[src/rtl/sdh_pkg.sv]
// Shared types and codes for the read-depth coverage histogram.
package sdh_pkg;

  localparam int DEPTH_W  = 32;
  localparam int COUNT_W  = 48;
  localparam int WEIGHT_W = 16;

  // Request codes carried in req_type.
  localparam logic [1:0] REQ_ADD  = 2'd0;
  localparam logic [1:0] REQ_END  = 2'd1;
  localparam logic [1:0] REQ_READ = 2'd2;

  // Status codes of a result item.
  localparam logic [1:0] ST_OK     = 2'd0;
  localparam logic [1:0] ST_LONG   = 2'd1;
  localparam logic [1:0] ST_BEHIND = 2'd2;

  // Control broadcast to every window cell.
  typedef struct packed {
    logic                shift;
    logic                add;
    logic [WEIGHT_W-1:0] weight;
  } cell_ctrl_t;

endpackage

[src/rtl/sdh_cell.sv]
// One window cell: holds the depth of one position and hands it to its neighbor on a slide.
module sdh_cell
  import sdh_pkg::*;
#(
  parameter int AW    = 11,
  parameter int INDEX = 0
) (
  input  logic               clk,
  input  logic               rst,
  input  cell_ctrl_t         ctrl,
  input  logic [AW-1:0]      first,
  input  logic [AW-1:0]      last,
  input  logic [DEPTH_W-1:0] shift_in,
  output logic [DEPTH_W-1:0] depth
);

  localparam logic [AW-1:0] MY_POS = AW'(INDEX);

  logic [DEPTH_W:0]   sum;
  logic               in_range;
  logic [DEPTH_W-1:0] depth_next;

  // Saturating add when this position lies inside the broadcast range.
  always_comb begin
    sum        = {1'b0, depth} + (DEPTH_W + 1)'(ctrl.weight);
    in_range   = (MY_POS >= first) && (MY_POS <= last);
    depth_next = depth;
    if (ctrl.shift) begin
      depth_next = shift_in;
    end else if (ctrl.add && in_range) begin
      depth_next = sum[DEPTH_W] ? '1 : sum[DEPTH_W-1:0];
    end
  end

  always_ff @(posedge clk) begin
    if (rst) begin
      depth <= '0;
    end else begin
      depth <= depth_next;
    end
  end

endmodule

[config.mk]
export PLATFORM = sky130hd
export DESIGN_NAME = sdh_cell
export DESIGN_NICKNAME = d
export VERILOG_FILES = /design/src/rtl/sdh_pkg.sv /design/src/rtl/sdh_cell.sv
export SDC_FILE = /design/constraint.sdc
export NUM_CORES = 1
export LEC_CHECK = 0
export ABC_AREA = 1
export CAP_MARGIN = 40
export CORE_MARGIN = 2
export CORE_UTILIZATION = 60
export CTS_BUF_LIST = sky130_fd_sc_hd__clkbuf_2 sky130_fd_sc_hd__clkbuf_4 sky130_fd_sc_hd__clkbuf_8
export DETAILED_ROUTE_END_ITERATION = 12
export DONT_BUFFER_PORTS = 1
export PLACE_DENSITY = 0.86
export RECOVER_POWER = 100
export SLEW_MARGIN = 40
export SYNTH_ARGS = -nofsm -noshare
export SYNTH_HDL_FRONTEND = slang
export SYNTH_SLANG_ARGS = --single-unit
[constraint.sdc]
create_clock -name clk -period 2.44 [get_ports clk]
set_input_delay 0.488 -clock clk [delete_from_list [all_inputs] [get_ports clk]]
set_output_delay 0.488 -clock clk [all_outputs]
set_load 0.02 [all_outputs]
==> reports/summary.txt <==
RUN STATUS
-----------------------------------------------------------------------------------------
Run status ................................................................. finished clean

TIMING
-----------------------------------------------------------------------------------------
Worst slew margin relative to its limit ....................................        0.475
Setup TNS ..................................................................         0 ns
Highest achievable clock rate ..............................................      438 MHz
Tmin final .................................................................      2.28 ns
Count of endpoints failing hold in the final timing report .................            0
PnR worst setup slack ......................................................     0.159 ns
Slew at the pin closest to its max-slew limit ..............................     0.787 ns
Setup repair after global routing missed its margin ........................           no
Worst-case clock skew ......................................................   0.00646 ns
Max-slew violation total from the final report .............................            0
Ratio of final minimum period to clock period ..............................        0.935
Final-report setup violation count .........................................            0

YOSYS
-----------------------------------------------------------------------------------------
Number of enable flip-flop cells after synthesis ...........................            0
Synthesized instance count .................................................          542
Sequential element share of the synthesized area ...........................        0.204
Flip-flop cell with the highest count after synthesis ...................... sky130_fd_sc_hd__dfxtp_1
Post-Syn Nets ..............................................................          633
Per-instance average area after synthesis ..................................   5.80 sq um
Number of storage elements in the synthesis netlist ........................           32
Number of distinct library cells after synthesis ...........................           38
Proportion of register bits with asynchronous set or reset after synthesis .            0
Number of synthesis warnings ...............................................            0
Netlist area before placement .............................................. 0.00314 sq mm

ROUTING
-----------------------------------------------------------------------------------------
Drt via density ............................................................         5.66
WL per Instance ............................................................ 15.1 microns
Initial DRC Count ..........................................................          298
Routed via count ...........................................................        3,626
Number of design rule violations left after detail routing .................            0
Iteration count of the initial detailed-routing pass .......................            7
Post-route antenna net violation count .....................................            0
Wire length after detailed routing ......................................... 9710 microns

CRITICAL PATH
-----------------------------------------------------------------------------------------
Ordered list of cells on the worst path .................................... ha_1 > fa_2 > nand3_1 > nand2_1 > nand2_1 > nand2_1 > nand2_1 > nand2_2 > nand3b_2 > nand2_2 > clkbuf_2 > o31ai_1 > inv_1
Origin of the worst setup path .............................................     depth[0]
Crit end category ..........................................................         flop
Critical path start-end classification ..................................... flop to flop
Launching point of the worst reg2reg path ..................................     depth[0]
Worst Path Max Fanout ......................................................            7
CP max stage cell .......................................................... sky130_fd_sc_hd__fa_2
CP Data Arrival Time .......................................................      2.47 ns
CP Launch Type .............................................................         flop
Cell seen most often among critical-path stages ............................ sky130_fd_sc_hd__nand2_1
Longest individual stage delay on the worst path ...........................      0.37 ns
Number of cells traversed by the worst register-to-register path ...........           13
Required @ worst endpoint ..................................................      2.63 ns

GRT
-----------------------------------------------------------------------------------------
Maximum number of pins on one net before global-route repair ...............           32
Global route overflow ......................................................            0
Number of antenna violations at the first check in global routing ..........            0
Total global-route track usage .............................................        0.345
Number of global-route vias before repair ..................................        3,420
First-pass GRT wire length ................................................. 16,100 microns

FINAL LAYOUT
-----------------------------------------------------------------------------------------
Flip-flop count of the largest register after layout .......................           32
Antenna diodes .............................................................            0
Signed area change from the synthesized netlist to the final layout ........        8.20%
Registers with the highest flip-flop counts ................................   depth (32)
Post-route insts no fill ...................................................          641
Net count of the finished layout ...........................................          661
Fraction of layout instances using a drive strength above 1 ................       0.0578
Top register by number of flip-flops .......................................        depth

POWER AND IR DROP
-----------------------------------------------------------------------------------------
Leakage ....................................................................      1.78 nW
Total design power .........................................................      1.56 mW
Peak supply drop ...........................................................     0.345 mV
PD cells ...................................................................  460 mW/mm^2

FLOORPLAN
-----------------------------------------------------------------------------------------
Core footprint ............................................................. 0.00507 sq mm
Die outline area ........................................................... 0.00584 sq mm
Count of boundary I/O pins .................................................          106
X dimension of the die ..................................................... 76.4 microns
Cell row count .............................................................           26
Chip height ................................................................ 76.4 microns
Initial core utilization ...................................................        0.620

PLACEMENT
-----------------------------------------------------------------------------------------
Count of port buffers added during placement ...............................            0
Global placer's final weighted congestion ..................................        0.923
Number of placed cells counting well taps ..................................          633
Worst-case setup slack after placement .....................................   -0.0558 ns
HPWL after DPL ............................................................. 7730 microns

CLOCKING
-----------------------------------------------------------------------------------------
Buffer type at the clock tree root ......................................... sky130_fd_sc_hd__clkbuf_8
Buffer levels on the longest clock path ....................................            2
Clock net sink count .......................................................           32
Clock-pin slew on the worst setup and hold paths ...........................      0.07 ns
Cts bufs inserted ..........................................................            5
Post-cts gate resize count .................................................            0
Post-cts hold buffer count .................................................            0
Htree depth ................................................................            2
CTS tree ...................................................................        built
Clock latency of the later-clocked register in the worst-skew pair .........      0.30 ns
Post-CTS setup buffer count ................................................            0

RUN
-----------------------------------------------------------------------------------------
Maximum capacitance violations .............................................            0

MIN PATH
-----------------------------------------------------------------------------------------
Worst min path class ....................................................... primary input to flop
Cell depth of the worst min-delay path .....................................            1
Min-delay src ..............................................................          rst

## logic make-up after synthesis
logic type / Yosys count / synth area share
AOI/OAI and AO/OA: 72 / 0.159
xor gates and xnor gates: 13 / 0.0362
adders and majority gates: 17 / 0.0700
buffers and inverters: 97 / 0.120
DFF: 32 / 0.204
and+or+nand+nor: 311 / 0.411
## cell usage in the layout, fill, tap and decap left out, types with 5 or more instances in the layout
| master | Yosys | routed |
|---|---|---|
| sky130_fd_sc_hd__a21oi_1 | 23 | 27 |
| sky130_fd_sc_hd__buf_4 | 1 | 6 |
| sky130_fd_sc_hd__clkbuf_1 | 8 | 25 |
| sky130_fd_sc_hd__clkbuf_8 | 0 | 6 |
| sky130_fd_sc_hd__dfxtp_1 | 32 | 32 |
| sky130_fd_sc_hd__ha_1 | 16 | 16 |
| sky130_fd_sc_hd__inv_1 | 81 | 81 |
| sky130_fd_sc_hd__nand2_1 | 176 | 178 |
| sky130_fd_sc_hd__nand2_2 | 8 | 6 |
| sky130_fd_sc_hd__nand3_1 | 25 | 25 |
| sky130_fd_sc_hd__nand4_1 | 9 | 9 |
| sky130_fd_sc_hd__nor2_1 | 73 | 74 |
| sky130_fd_sc_hd__nor3_1 | 10 | 10 |
| sky130_fd_sc_hd__o21bai_1 | 6 | 6 |
| sky130_fd_sc_hd__o221ai_1 | 20 | 20 |
| sky130_fd_sc_hd__o31ai_1 | 6 | 5 |
| sky130_fd_sc_hd__xor2_1 | 11 | 11 |
## power by group
part	internal [mW]	switching [mW]	total, mW	leakage [nW]
combinational	0.167	0.352	0.519	1.46
sequential	0.559	0.0409	0.600	0.265
clock	0.225	0.220	0.445	0.0510
## stage by stage
stage,hold WS (ns),area (sq um),utilization
after global routing,0.234,3400,0.670
after global placement,0.534,3420,0.674
after detailed placement,0.551,3420,0.674
after floorplan,0.557,3140,-
after CTS,0.241,3510,0.692
final,0.244,3400,0.670
## final timing paths
| path | to | slack [ns] |
|---|---|---|
| max | depth[1] | 0.16 |
| min | depth[21] | 0.24 |
| max reg2reg | depth[1] | 0.16 |
| min reg2reg | depth[18] | 0.56 |
## worst max-delay path, delay by kind of cell, from the launching register on
kind            cells  cell delay, ns
buf+inv             2            0.28
compound gates      1            0.26
flops               1            0.32
simple gates        8            0.73
fa+ha+maj           2            0.58
## synthesized netlist by cell type (2+ instances only)
cell | number | area, sq um
sky130_fd_sc_hd__or2_2 | 2 | 12.5
sky130_fd_sc_hd__o21ai_0 | 4 | 20.0
sky130_fd_sc_hd__dfxtp_1 | 32 | 641
sky130_fd_sc_hd__o21ai_1 | 2 | 10.0
sky130_fd_sc_hd__xnor2_1 | 2 | 17.5
sky130_fd_sc_hd__nand2_1 | 176 | 661
sky130_fd_sc_hd__nand3b_1 | 2 | 15.0
sky130_fd_sc_hd__o221ai_1 | 20 | 175
sky130_fd_sc_hd__and2_1 | 2 | 12.5
sky130_fd_sc_hd__ha_1 | 16 | 200
sky130_fd_sc_hd__nor3_1 | 10 | 50.1
sky130_fd_sc_hd__a21oi_1 | 23 | 115
sky130_fd_sc_hd__nand4_1 | 9 | 56.3
sky130_fd_sc_hd__nand3_1 | 25 | 125
sky130_fd_sc_hd__inv_1 | 81 | 304
sky130_fd_sc_hd__buf_2 | 2 | 10.0
sky130_fd_sc_hd__inv_2 | 3 | 11.3
sky130_fd_sc_hd__xor2_1 | 11 | 96.3
sky130_fd_sc_hd__a21oi_2 | 5 | 43.8
sky130_fd_sc_hd__clkbuf_1 | 8 | 30.0
sky130_fd_sc_hd__nor2_1 | 73 | 274
sky130_fd_sc_hd__nand2_2 | 8 | 50.1
sky130_fd_sc_hd__o21bai_1 | 6 | 45.0
sky130_fd_sc_hd__o31ai_1 | 6 | 45.0
## metal layers
metal,track usage,vias to the layer above,part of all wire
li1,-,1798,-
met1,0.458,1631,0.44
met2,0.558,179,0.45
met3,0.0806,18,0.091
met4,0.105,0,0.016
met5,0,-,0
## final cells by class
type	instances	area [sq um]
Sequential cell	32	641
Tap cell	70	87.6
Fill cell	529	1670
Inverter	85	319
Clock buffer	6	82.6
Multi-Input combinational cell	413	2110
Timing Repair Buffer	33	151
Clock inverter	2	10.0
(Power assumes the default switching activity.)
